<file path="config.mk">
export PLATFORM = sky130hd
export DESIGN_NAME = tsfc_scale
export DESIGN_NICKNAME = d
export VERILOG_FILES = /design/src/hw/rtl/tsfc_pkg.sv /design/src/hw/rtl/tsfc_scale.sv
export SDC_FILE = /design/constraint.sdc
export NUM_CORES = 2
export LEC_CHECK = 0
export BUFFER_PORTS_ARGS = -buffer_cell sky130_fd_sc_hd__buf_2
export CAP_MARGIN = 10
export CORE_ASPECT_RATIO = 1.4
export CORE_MARGIN = 5
export CORE_UTILIZATION = 45
export CTS_CLUSTER_DIAMETER = 120
export DETAILED_ROUTE_END_ITERATION = 10
export SLEW_MARGIN = 5
export SYNTH_ARGS = -nofsm -noshare
export SYNTH_HDL_FRONTEND = slang
export SYNTH_SLANG_ARGS = --single-unit
</file>
<file path="constraint.sdc">
create_clock -name clk -period 9.7 [get_ports clk]
set_input_delay 0.97 -clock clk [delete_from_list [all_inputs] [get_ports clk]]
set_output_delay 0.97 -clock clk [all_outputs]
set_load 0.005 [all_outputs]
</file>
<file path="src/hw/rtl/tsfc_pkg.sv">
// Package for the thermal sensor fuse calibration block.
// Holds widths, status and register codes, correction tables and the stage structs.
// No dependencies.
package tsfc_pkg;

    localparam int SENSOR_SLOTS = 8;
    localparam int SENSORS_SMALL = 6;
    localparam int IDX_W = 3;
    localparam int FUSE_W = 26;
    localparam int WORD_W = 32;
    localparam int CFG_IDX_W = 1;

    localparam logic [CFG_IDX_W-1:0] REG_CHIP_VARIANT = 1'd0;
    localparam logic [CFG_IDX_W-1:0] REG_SHARED_FUSE = 1'd1;

    localparam logic [1:0] STATUS_OK = 2'd0;
    localparam logic [1:0] STATUS_RANGE = 2'd1;
    localparam logic [1:0] STATUS_ZERO = 2'd2;

    localparam int NUM_W = 25;
    localparam int DEN_W = 17;
    localparam int Q_W = 16;
    localparam int DIV_STEPS = 5;
    localparam int DIV_STAGES = NUM_W / DIV_STEPS;

    localparam int ALPHA_W = 22;
    localparam int BETA_W = 24;

    // 2^44 / 15625 rounded up; exact for dividends below 2^30.
    localparam logic [30:0] RECIP_15625 = 31'd1125899907;

    localparam logic signed [ALPHA_W-1:0] ALPHA_TBL [SENSOR_SLOTS] = '{
        22'sd1085000, 22'sd1126200, 22'sd1098400, 22'sd1108000,
        22'sd1069200, 22'sd1173700, 22'sd1074300, 22'sd1039700};
    localparam logic signed [BETA_W-1:0] BETA_TBL [SENSOR_SLOTS] = '{
        24'sd3244200, -24'sd67500, 24'sd2251100, 24'sd602700,
        24'sd3549900, -24'sd6263600, 24'sd2734900, 24'sd6829100};

    typedef struct packed {
        logic [1:0]                 status;
        logic signed [ALPHA_W-1:0]  alpha;
        logic signed [BETA_W-1:0]   beta;
        logic                       neg_a;
        logic                       neg_b;
    } tag_t;

    typedef struct packed {
        logic               valid;
        tag_t               tag;
        logic [NUM_W-1:0]   num_a;
        logic [NUM_W-1:0]   num_b;
        logic [DEN_W-1:0]   den;
    } div_in_t;

    typedef struct packed {
        logic           valid;
        tag_t           tag;
        logic [Q_W-1:0] qa;
        logic [Q_W-1:0] qb;
    } div_out_t;

    // The six-sensor part drops the two memory sensors in table slots four and five.
    function automatic logic [IDX_W-1:0] table_slot(input logic variant,
                                                    input logic [IDX_W-1:0] idx);
        logic [IDX_W-1:0] slot;
        slot = idx;
        if (variant && idx >= IDX_W'(4))
        begin
            slot = idx + IDX_W'(2);
        end
        return slot;
    endfunction

endpackage

</file>
<file path="src/hw/rtl/tsfc_scale.sv">
// Correction stages: alpha and beta scaling, division by one million, packing.
// Depends on tsfc_pkg.
module tsfc_scale (
    input  logic                        clk,
    input  logic                        rst_n,
    input  logic                        en,
    input  tsfc_pkg::div_out_t          din,
    output logic                        out_valid,
    output logic [tsfc_pkg::WORD_W-1:0] calib_word,
    output logic [1:0]                  status
);
    import tsfc_pkg::*;

    logic                   v1_reg, v2_reg, v3_reg, v4_reg;
    logic [1:0]             st1_reg, st2_reg, st3_reg, st4_reg;
    logic signed [BETA_W-1:0] beta1_reg;
    logic signed [37:0]     pa_reg, pa_next, pb_reg, pb_next;
    logic [29:0]            na_reg, na_next, nb_reg, nb_next;
    logic                   sa2_reg, sa2_next, sb2_reg, sb2_next, sa3_reg, sb3_reg;
    logic [60:0]            ma_reg, ma_next, mb_reg, mb_next;
    logic [WORD_W-1:0]      word_reg, word_next;

    logic signed [Q_W-1:0]  a_s, b_s;
    logic signed [37:0]     sum_b, mag_a, mag_b;
    logic [Q_W-1:0]         qa, qb;

    always_comb
    begin
        a_s = din.tag.neg_a ? $signed(Q_W'(-din.qa)) : $signed(din.qa);
        b_s = din.tag.neg_b ? $signed(Q_W'(-din.qb)) : $signed(din.qb);
        pa_next = 38'(a_s) * 38'(din.tag.alpha);
        pb_next = 38'(b_s) * 38'(din.tag.alpha);
    end

    // Division by 10^6 truncates toward zero: work on the magnitude, drop six bits,
    // then divide by 15625 through a reciprocal.
    always_comb
    begin
        sum_b = pb_reg + 38'(beta1_reg);
        sa2_next = pa_reg[37];
        sb2_next = sum_b[37];
        mag_a = pa_reg[37] ? -pa_reg : pa_reg;
        mag_b = sum_b[37] ? -sum_b : sum_b;
        na_next = mag_a[35:6];
        nb_next = mag_b[35:6];
        ma_next = 61'(na_reg) * 61'(RECIP_15625);
        mb_next = 61'(nb_reg) * 61'(RECIP_15625);
        qa = ma_reg[59:44];
        qb = mb_reg[59:44];
        word_next = '0;
        if (st3_reg == STATUS_OK)
        begin
            word_next[31:16] = sa3_reg ? Q_W'(-qa) : qa;
            word_next[15:0] = sb3_reg ? Q_W'(-qb) : qb;
        end
    end

    always_ff @(posedge clk or negedge rst_n)
    begin
        if (!rst_n)
        begin
            v1_reg <= 1'b0;
            v2_reg <= 1'b0;
            v3_reg <= 1'b0;
            v4_reg <= 1'b0;
        end
        else if (en)
        begin
            v1_reg <= din.valid;
            v2_reg <= v1_reg;
            v3_reg <= v2_reg;
            v4_reg <= v3_reg;
        end
    end

    always_ff @(posedge clk)
    begin
        if (en)
        begin
            st1_reg <= din.tag.status;
            beta1_reg <= din.tag.beta;
            pa_reg <= pa_next;
            pb_reg <= pb_next;
            st2_reg <= st1_reg;
            sa2_reg <= sa2_next;
            sb2_reg <= sb2_next;
            na_reg <= na_next;
            nb_reg <= nb_next;
            st3_reg <= st2_reg;
            sa3_reg <= sa2_reg;
            sb3_reg <= sb2_reg;
            ma_reg <= ma_next;
            mb_reg <= mb_next;
            st4_reg <= st3_reg;
            word_reg <= word_next;
        end
    end

    assign out_valid = v4_reg;
    assign calib_word = word_reg;
    assign status = st4_reg;

endmodule

</file>
==> run metrics <==
Post-Synthesis Mean Instance Area 9.94 um^2; residual DRC count 0; setup_tns 0 ns; Setup Buffers After CTS 0; number of detailed-route iterations in the first pass 7; CTS Root Cell clkbuf_16; Core Region 141,000 um^2; Area Growth Syn to Fin 6.21%; number of flops mapped to enable cells by yosys 235; Max Slew Vio Count 0; pin count of the biggest net entering global routing 153; Synth top area share 0.414; die height 454 um; CTS max path bufs 3; Setup Skew 0.0475 ns; Worst-Margin Slew 1.06 ns; IO Pins 121; Bufs and invs on worst path 4; f_max 114 MHz; Via density 5.16; register bit total from synthesis 239; slowest stage cell, crit path fa_1; crit-path max FO 5; FF+latch area 7160 um^2; post-route ant nets 0; number of port buffers 120; Fillers 13,100; multi-input logic area 49,100 um^2; routability cong. 0.967; Crit Path Class register to register; Worst setup SP type register; RSZ-0062 raised after global routing no; vias in the first global route 48,300; commonest non-fill, non-tap cell in the layout inv_1; Ys Warns 0; Area after DPL 66,300 um^2; # clock sinks 239; CTS H-tree lvls 1; Mapped Area 63,400 um^2; post-layout minimum cycle time 8.74 ns; Worst Path Arrival 9.13 ns; GRT Total Usage 0.234; Hold Crit Class primary input to asynchronous set/reset pin; Initial Util 0.451; CP max stage delay 0.62 ns; CP delay by family, top adder cells; first-pass GRT wire length 269 mm; layout cells sized above 1 0.0450; Hold Vio Cnt, Final 0; Hold Buf Count CTS 0; Finished Cell Area 67,400 um^2; max-capacitance violation count 0; post_cts resized 0; Syn Nets 8,655; Largest register FFs 38; final WL 169 mm; row count 163; post-synthesis sequential area ratio 0.113; Yosys cell types 71; outcome finished clean; Final Cycle Share 0.901; die area 149,000 um^2; Finished Core Util 0.479; total gr overflow 0; Crit. End Element register; Die W 327 um; TritonCTS clock tree built; Primary FF master, synth edfxtp_1; routed vias 42,700; largest cells by area after synthesis fa_1 (41%), ha_1 (17%), edfxtp_1 (11%); final net count 8,718; DR iter-0 viols 2,012; relative slew slack 0.284; most used cell, CP fa_1; clk slew on worst S/H paths 0.07 ns; final setup violation count 0; initial antenna violation count 9; critical path required time 10.09 ns; most frequent cells in the layout inv_1 (1,785), fa_1 (1,312), ha_1 (880); area leader, netlist fa_1; Num CTS Buffers 29; Syn Inst Count 6,377; WL per Instance 20.4 um; post-DP HPWL 146 mm; critical path cell sequence inv_1 > fa_1 > inv_1 > fa_1 > fa_1 > fa_1 > fa_1 > inv_1 > fa_1 > inv_1 > fa_1 > fa_1 > ha_1 > a21o_1 > a311o_1 > a2111oi_0 > o21ai_0 > a41oi_1 > o21ai_0 > a221oi_1 > a21oi_1 > and4_1 > a2111oi_0 > xnor2_1; worst skew pair latency 0.65 ns; async set or reset register ratio after synthesis 0.0167
-- final cells by class --
class	count	area share
Antenna cell	1	0.0000372
Clock buffer	32	0.0109
Clock inverter	21	0.00433
Inverter	1785	0.0995
Multi-Input combinational cell	4199	0.729
Sequential cell	239	0.106
Tap cell	1815	0.0337
Timing Repair Buffer	186	0.0166
-- worst reg2reg max path, stage by stage (launching register included) --
cell and delay, ns:
edfxtp_1 0.35, inv_1 0.06, fa_1 0.62, inv_1 0.12, fa_1 0.57, fa_1 0.47
fa_1 0.50, fa_1 0.52, inv_1 0.06, fa_1 0.53, inv_1 0.05, fa_1 0.49
fa_1 0.43, ha_1 0.32, a21o_1 0.18, a311o_1 0.34, a2111oi_0 0.36, o21ai_0 0.17
a41oi_1 0.49, o21ai_0 0.40, a221oi_1 0.47, a21oi_1 0.19, and4_1 0.23, a2111oi_0 0.47
xnor2_1 0.11
-- cells by family (layout without fill, tap and decap cells) --
logic type                 Yosys count  after routing  synth area share
adders and majority gates         2192           2192             0.588
xor gates and xnor gates           261            261            0.0360
buffers and inverters             1939           2024             0.115
AOI/OAI and AO/OA                  545            545            0.0552
other                                0              1                 0
DFF                                239            239             0.113
muxes                                8              8           0.00136
and+or+nand+nor                   1193           1193            0.0918
-- Yosys cell counts (all sizes together) (32+ instances only) --
library cell / instances
a21o: 80
a21oi: 161
and2: 204
clkbuf: 153
edfxtp: 235
fa: 1312
ha: 880
inv: 1785
nand2: 515
nand2b: 42
nand3: 42
nor2: 150
nor2b: 70
nor3: 39
o21ai: 109
o31ai: 32
xnor2: 198
xor2: 63
-- through the flow --
step                      hold slack [ns]  worst slack, ns  instances
after global placement              0.402            0.653       8224
after CTS                          0.0641            0.959       8277
after detailed placement            0.405            0.587       8224
after global routing               0.0934            0.551       8278
final                               0.118            0.960       8278
after floorplan                     0.400             1.37       6377
-- per-layer routing --
layer	track usage	up-vias	wire, um
met5	0	-	83
met4	0.0962	12	8490
met3	0.0229	342	6250
met2	0.438	927	88800
met1	0.275	21900	64900
li1	-	19500	-
-- path summary, 6_finish.rpt --
| kind | from | end | slack [ns] | depth (start not counted) |
|---|---|---|---|---|
| max in group asynchronous | rst_n | v3_reg | 9.47 | 1 |
| setup / recovery | na_reg[3] | ma_reg[59] | 0.96 | 24 |
| hold reg to reg | st1_reg[1] | st2_reg[1] | 0.41 | 0 |
| min in group clk | st1_reg[1] | st2_reg[1] | 0.41 | 0 |
| setup reg to reg | na_reg[3] | ma_reg[59] | 0.96 | 24 |
| hold / removal | rst_n | v1_reg | 0.12 | 1 |
Power is left out: the tool's default activity adds up to more than one toggle a clock period on the data nets, which glitch-free logic cannot reach.
