--- src/hw/rtl/tsfc_pkg.sv ---
// Package for the thermal sensor fuse calibration block.
// Holds widths, status and register codes, correction tables and the stage structs.
// No dependencies.
package tsfc_pkg;

    localparam int SENSOR_SLOTS = 8;
    localparam int SENSORS_SMALL = 6;
    localparam int IDX_W = 3;
    localparam int FUSE_W = 26;
    localparam int WORD_W = 32;
    localparam int CFG_IDX_W = 1;

    localparam logic [CFG_IDX_W-1:0] REG_CHIP_VARIANT = 1'd0;
    localparam logic [CFG_IDX_W-1:0] REG_SHARED_FUSE = 1'd1;

    localparam logic [1:0] STATUS_OK = 2'd0;
    localparam logic [1:0] STATUS_RANGE = 2'd1;
    localparam logic [1:0] STATUS_ZERO = 2'd2;

    localparam int NUM_W = 25;
    localparam int DEN_W = 17;
    localparam int Q_W = 16;
    localparam int DIV_STEPS = 5;
    localparam int DIV_STAGES = NUM_W / DIV_STEPS;

    localparam int ALPHA_W = 22;
    localparam int BETA_W = 24;

    // 2^44 / 15625 rounded up; exact for dividends below 2^30.
    localparam logic [30:0] RECIP_15625 = 31'd1125899907;

    localparam logic signed [ALPHA_W-1:0] ALPHA_TBL [SENSOR_SLOTS] = '{
        22'sd1085000, 22'sd1126200, 22'sd1098400, 22'sd1108000,
        22'sd1069200, 22'sd1173700, 22'sd1074300, 22'sd1039700};
    localparam logic signed [BETA_W-1:0] BETA_TBL [SENSOR_SLOTS] = '{
        24'sd3244200, -24'sd67500, 24'sd2251100, 24'sd602700,
        24'sd3549900, -24'sd6263600, 24'sd2734900, 24'sd6829100};

    typedef struct packed {
        logic [1:0]                 status;
        logic signed [ALPHA_W-1:0]  alpha;
        logic signed [BETA_W-1:0]   beta;
        logic                       neg_a;
        logic                       neg_b;
    } tag_t;

    typedef struct packed {
        logic               valid;
        tag_t               tag;
        logic [NUM_W-1:0]   num_a;
        logic [NUM_W-1:0]   num_b;
        logic [DEN_W-1:0]   den;
    } div_in_t;

    typedef struct packed {
        logic           valid;
        tag_t           tag;
        logic [Q_W-1:0] qa;
        logic [Q_W-1:0] qb;
    } div_out_t;

    // The six-sensor part drops the two memory sensors in table slots four and five.
    function automatic logic [IDX_W-1:0] table_slot(input logic variant,
                                                    input logic [IDX_W-1:0] idx);
        logic [IDX_W-1:0] slot;
        slot = idx;
        if (variant && idx >= IDX_W'(4))
        begin
            slot = idx + IDX_W'(2);
        end
        return slot;
    endfunction

endpackage

--- src/hw/rtl/tsfc_div.sv ---
// Pipelined restoring divider with two lanes sharing one divisor.
// Depends on tsfc_pkg.
module tsfc_div (
    input  logic                clk,
    input  logic                rst_n,
    input  logic                en,
    input  tsfc_pkg::div_in_t   din,
    output tsfc_pkg::div_out_t  dout
);
    import tsfc_pkg::*;

    typedef struct packed {
        logic               valid;
        tag_t               tag;
        logic [NUM_W-1:0]   na;
        logic [NUM_W-1:0]   nb;
        logic [DEN_W:0]     ra;
        logic [DEN_W:0]     rb;
        logic [Q_W-1:0]     qa;
        logic [Q_W-1:0]     qb;
        logic [DEN_W-1:0]   den;
    } div_stage_t;

    // Only the low quotient bits are kept; the remainder chain still runs all steps.
    function automatic div_stage_t run_steps(input div_stage_t s);
        div_stage_t t;
        logic [DEN_W:0] ta;
        logic [DEN_W:0] tb;
        t = s;
        for (int k = 0; k < DIV_STEPS; k++)
        begin
            ta = {t.ra[DEN_W-1:0], t.na[NUM_W-1]};
            tb = {t.rb[DEN_W-1:0], t.nb[NUM_W-1]};
            t.na = {t.na[NUM_W-2:0], 1'b0};
            t.nb = {t.nb[NUM_W-2:0], 1'b0};
            if (ta >= {1'b0, t.den})
            begin
                ta = ta - {1'b0, t.den};
                t.qa = {t.qa[Q_W-2:0], 1'b1};
            end
            else
            begin
                t.qa = {t.qa[Q_W-2:0], 1'b0};
            end
            if (tb >= {1'b0, t.den})
            begin
                tb = tb - {1'b0, t.den};
                t.qb = {t.qb[Q_W-2:0], 1'b1};
            end
            else
            begin
                t.qb = {t.qb[Q_W-2:0], 1'b0};
            end
            t.ra = ta;
            t.rb = tb;
        end
        return t;
    endfunction

    div_stage_t first;
    div_stage_t stage_reg [DIV_STAGES];
    div_stage_t stage_next [DIV_STAGES];

    always_comb
    begin
        first.valid = din.valid;
        first.tag = din.tag;
        first.na = din.num_a;
        first.nb = din.num_b;
        first.ra = '0;
        first.rb = '0;
        first.qa = '0;
        first.qb = '0;
        first.den = din.den;
        stage_next[0] = run_steps(first);
        for (int s = 1; s < DIV_STAGES; s++)
        begin
            stage_next[s] = run_steps(stage_reg[s-1]);
        end
    end

    always_ff @(posedge clk or negedge rst_n)
    begin
        if (!rst_n)
        begin
            for (int s = 0; s < DIV_STAGES; s++)
            begin
                stage_reg[s] <= '0;
            end
        end
        else if (en)
        begin
            for (int s = 0; s < DIV_STAGES; s++)
            begin
                stage_reg[s] <= stage_next[s];
            end
        end
    end

    assign dout.valid = stage_reg[DIV_STAGES-1].valid;
    assign dout.tag = stage_reg[DIV_STAGES-1].tag;
    assign dout.qa = stage_reg[DIV_STAGES-1].qa;
    assign dout.qb = stage_reg[DIV_STAGES-1].qb;

endmodule

--- config.mk ---
export PLATFORM = sky130hd
export DESIGN_NAME = tsfc_div
export DESIGN_NICKNAME = d
export VERILOG_FILES = /design/src/hw/rtl/tsfc_pkg.sv /design/src/hw/rtl/tsfc_div.sv
export SDC_FILE = /design/constraint.sdc
export NUM_CORES = 2
export LEC_CHECK = 0
export ABC_CLOCK_PERIOD_IN_PS = 26400
export BUFFER_PORTS_ARGS = -buffer_cell sky130_fd_sc_hd__buf_2
export CORE_AREA = 2 2 441 399
export CTS_CLUSTER_DIAMETER = 200
export DETAILED_ROUTE_END_ITERATION = 8
export DIE_AREA = 0 0 443 401
export HOLD_SLACK_MARGIN = 0.15
export PLACE_DENSITY_LB_ADDON = 0.25
export RECOVER_POWER = 25
export REMOVE_ABC_BUFFERS = 1
export SKIP_LAST_GASP = 1
export SLEW_MARGIN = 20
export SYNTH_ARGS = -nofsm -noshare
export SYNTH_HDL_FRONTEND = slang
export SYNTH_SLANG_ARGS = --single-unit
--- constraint.sdc ---
create_clock -name clk -period 26.4 [get_ports clk]
set_input_delay 2.64 -clock clk [delete_from_list [all_inputs] [get_ports clk]]
set_output_delay 2.64 -clock clk [all_outputs]
set_load 0.01 [all_outputs]
==> results.py <==
metrics = {
    "setup_path": {
        "endpoint_kind": "register",
        "critical_path_class": "register to register",
        "crit_path_max_fanout": 46,
        "crit_slowest_cell": "inv_1",
        "cp-start-kind": "register",
        "timing.critical_path.slowest_cell_delay_ns": 0.89,
        "cpMostUsedCell": "a21oi_1",
        "worstPathArrival_ns": 17.35,
        "critical_path_required_ns": 26.75,
    },
    "timing": {
        "fmax_ghz": 0.0588,
        "final.period_utilization_pct": 64.4,
        "worst_slew_pin_slew_ns": 5.70,
        "setup_repair_after_global_routing_missed_its_margin": "no",
        "final.setup_skew_ns": 0.0600,
        "drv_slew": 725,
        "finalCriticalPeriod_ns": 17.00,
        "setup_violations": 0,
        "timing.max_slew.rel_slack_pct": -280,
        "finalHoldViolations": 0,
        "timing.setup.tns_ns": 0,
    },
    "route": {
        "drtPass1Iterations": 6,
        "route.detailed.vias_per_inst": 5.78,
        "routed-via-count": 60626,
        "wire_per_inst_um": 19.8,
        "post-route-drc-count": 0,
        "wirelength_mm": 208,
        "number_of_nets_with_antenna_violations_after_routing": 0,
        "starting_drt_drc_count": 4776,
    },
    "cts": {
        "clockRootBuffer": "clkbuf_16",
        "cts-resized-gates": 0,
        "clk_pin_slew_ns": 0.06,
        "post_cts_setup_buffer_count": 0,
        "clock_sinks": 627,
        "h-tree-depth": 3,
        "cts_hold_buf": 0,
        "worstSkewPairLatency_ns": 0.72,
        "clock_tree_from_tritoncts": "yes",
        "cts.path.max_buffers": 3,
        "inserted_clock_buffers": 77,
    },
    "global_routing": {
        "grt_overflow": 0,
        "grt_antenna_before_repair": 12,
        "grt_pass1_vias": 57659,
        "grt_start_max_net_pins": 186,
        "grt_first_pass_wirelength_mm": 326,
        "grt_util_all_layers_pct": 22.7,
    },
    "synthesis": {
        "post_synthesis_mean_instance_area_um2": 8.54,
        "postSynthCellCount": 8055,
        "synth.yosys.warnings": 0,
        "synth.top_cells.by_count": "ha_1, a21oi_1, mux2_2",
        "synth.largest_area_cell": "dfrtp_1",
        "post_synth_instance_area_um2": 68800,
        "synth_top_cell_area_share_pct": 22.8,
        "synth-main-ff-cell": "dfrtp_1",
        "ys_seq_elements": 627,
        "async_flop_share_pct": 100,
        "post-synth-top-count-cell": "ha_1",
        "post_synth_num_cell_types": 90,
        "netlist_top_cells_area": "dfrtp_1, ha_1, mux2_2",
        "synth_seq_area_share_pct": 22.8,
        "post_synth_edffs": 0,
    },
    "placement": {
        "hpwlAfterDp_mm": 163,
        "placed_cells_incl_taps": 10344,
        "gpl.final_weighted_congestion": 0.943,
        "port_buffers": 203,
    },
    "floorplanning": {
        "die_h_um": 401,
        "pin_count": 204,
        "design.core.area_um2": 173000,
        "cell_rows": 145,
        "die_area_um2": 178000,
        "start_util_pct": 39.8,
        "dieWidth_um": 443,
    },
    "layout": {
        "drive_above_1_share_pct": 14.3,
        "final_nets": 9133,
        "layout.filler_cells": 17193,
        "number_of_flip_flops_under_the_largest_register_name": 332,
        "area_overhead_of_the_layout_relative_to_synthesis_pct": 8.64,
        "instances_no_fill": 10488,
    },
    "flow_run": {
        "cap_violations": 9,
    },
    "outcome": {
        "failed_checks": "capacitance limit, slew limit",
        "status": "finished, violations left",
    },
    "hold_path": {
        "timing.hold.worst.class": "register to register",
    },
}
[metal layers]
layer	global-route usage (%)	wire (um)	vias to the layer above
met5	0	34	-
met4	5.24	4720	6
met3	3.16	12200	251
li1	-	-	29621
met1	33.3	101000	29160
met2	35.0	90000	1588
[cell usage in the layout (no fill, tap or decap), drive strengths merged, types with 164 or more instances in the layout]
cell type	Yosys	final
buf	131	303
inv	425	430
mux2i	211	211
nor2	625	625
nand3	164	164
xor2	196	196
ha	820	820
mux2	634	634
nand2	611	611
xnor2	390	390
o21ai	547	547
a21oi	667	667
dfrtp	627	627
a21o	219	219
[final timing paths]
| check | from | to | slack, ns | depth (start not counted) |
|---|---|---|---|---|
| min in group asynchronous | rst_n | dout[25] | 3.66 | 1 |
| hold / removal | stage_next[477] | stage_reg[477] | 0.45 | 2 |
| setup reg to reg | stage_next[373] | stage_reg[447] | 9.40 | 53 |
| max in group asynchronous | rst_n | stage_reg[392] | 16.79 | 4 |
| hold reg to reg | stage_next[477] | stage_reg[477] | 0.45 | 2 |
| setup / recovery | stage_next[373] | stage_reg[447] | 9.40 | 53 |
[cells by family (layout without fill, tap and decap cells)]
kind of cell	count (synthesis)	count (layout)	share of synthesized area, %
other cells	0	4	0
mux	845	845	13.4
fa+ha+maj	866	866	16.2
flops	627	627	22.8
xor+xnor	586	586	7.46
compound gates	2203	2203	20.3
simple gates	2203	2203	15.2
buf+inv	725	876	4.50
[per-stage QoR]
stage / util [%] / worst slack [ns] / hold slack (ns) / instance area, um^2
final: 43.2 / 9.40 / 0.455 / 74800
after global placement: 41.7 / 9.63 / 0.460 / 72100
after floorplan: - / 11.37 / 0.447 / 67300
after detailed placement: 41.7 / 9.49 / 0.462 / 72100
after CTS: 43.3 / 9.75 / 0.464 / 74800
after global routing: 43.2 / 8.08 / 0.496 / 74800
[critical path: cells and delay by family, from the launching register on]
kind | cells | cell delay [ns]
AO/OA/AOI/OAI | 28 | 6.65
AND/OR/NAND/NOR | 12 | 4.03
adder cells (fa/ha/maj) | 5 | 1.94
multiplexers | 5 | 1.78
buffers and inverters | 3 | 1.48
flip-flops | 1 | 0.68
[final cells by class]
class / instances / area [um^2] / share of cell area (%)
Tap cell: 2278 / 2850 / 3.81
Clock inverter: 37 / 562 / 0.751
Clock buffer: 102 / 2130 / 2.85
Sequential cell: 627 / 15700 / 21.0
Antenna cell: 4 / 10.0 / 0.0134
Timing Repair Buffer: 312 / 1830 / 2.45
Multi-Input combinational cell: 6703 / 50100 / 67.0
Inverter: 425 / 1600 / 2.13
Power is not shown: default switching activity piles up to over one toggle a cycle in this logic, so the estimate is an artifact.
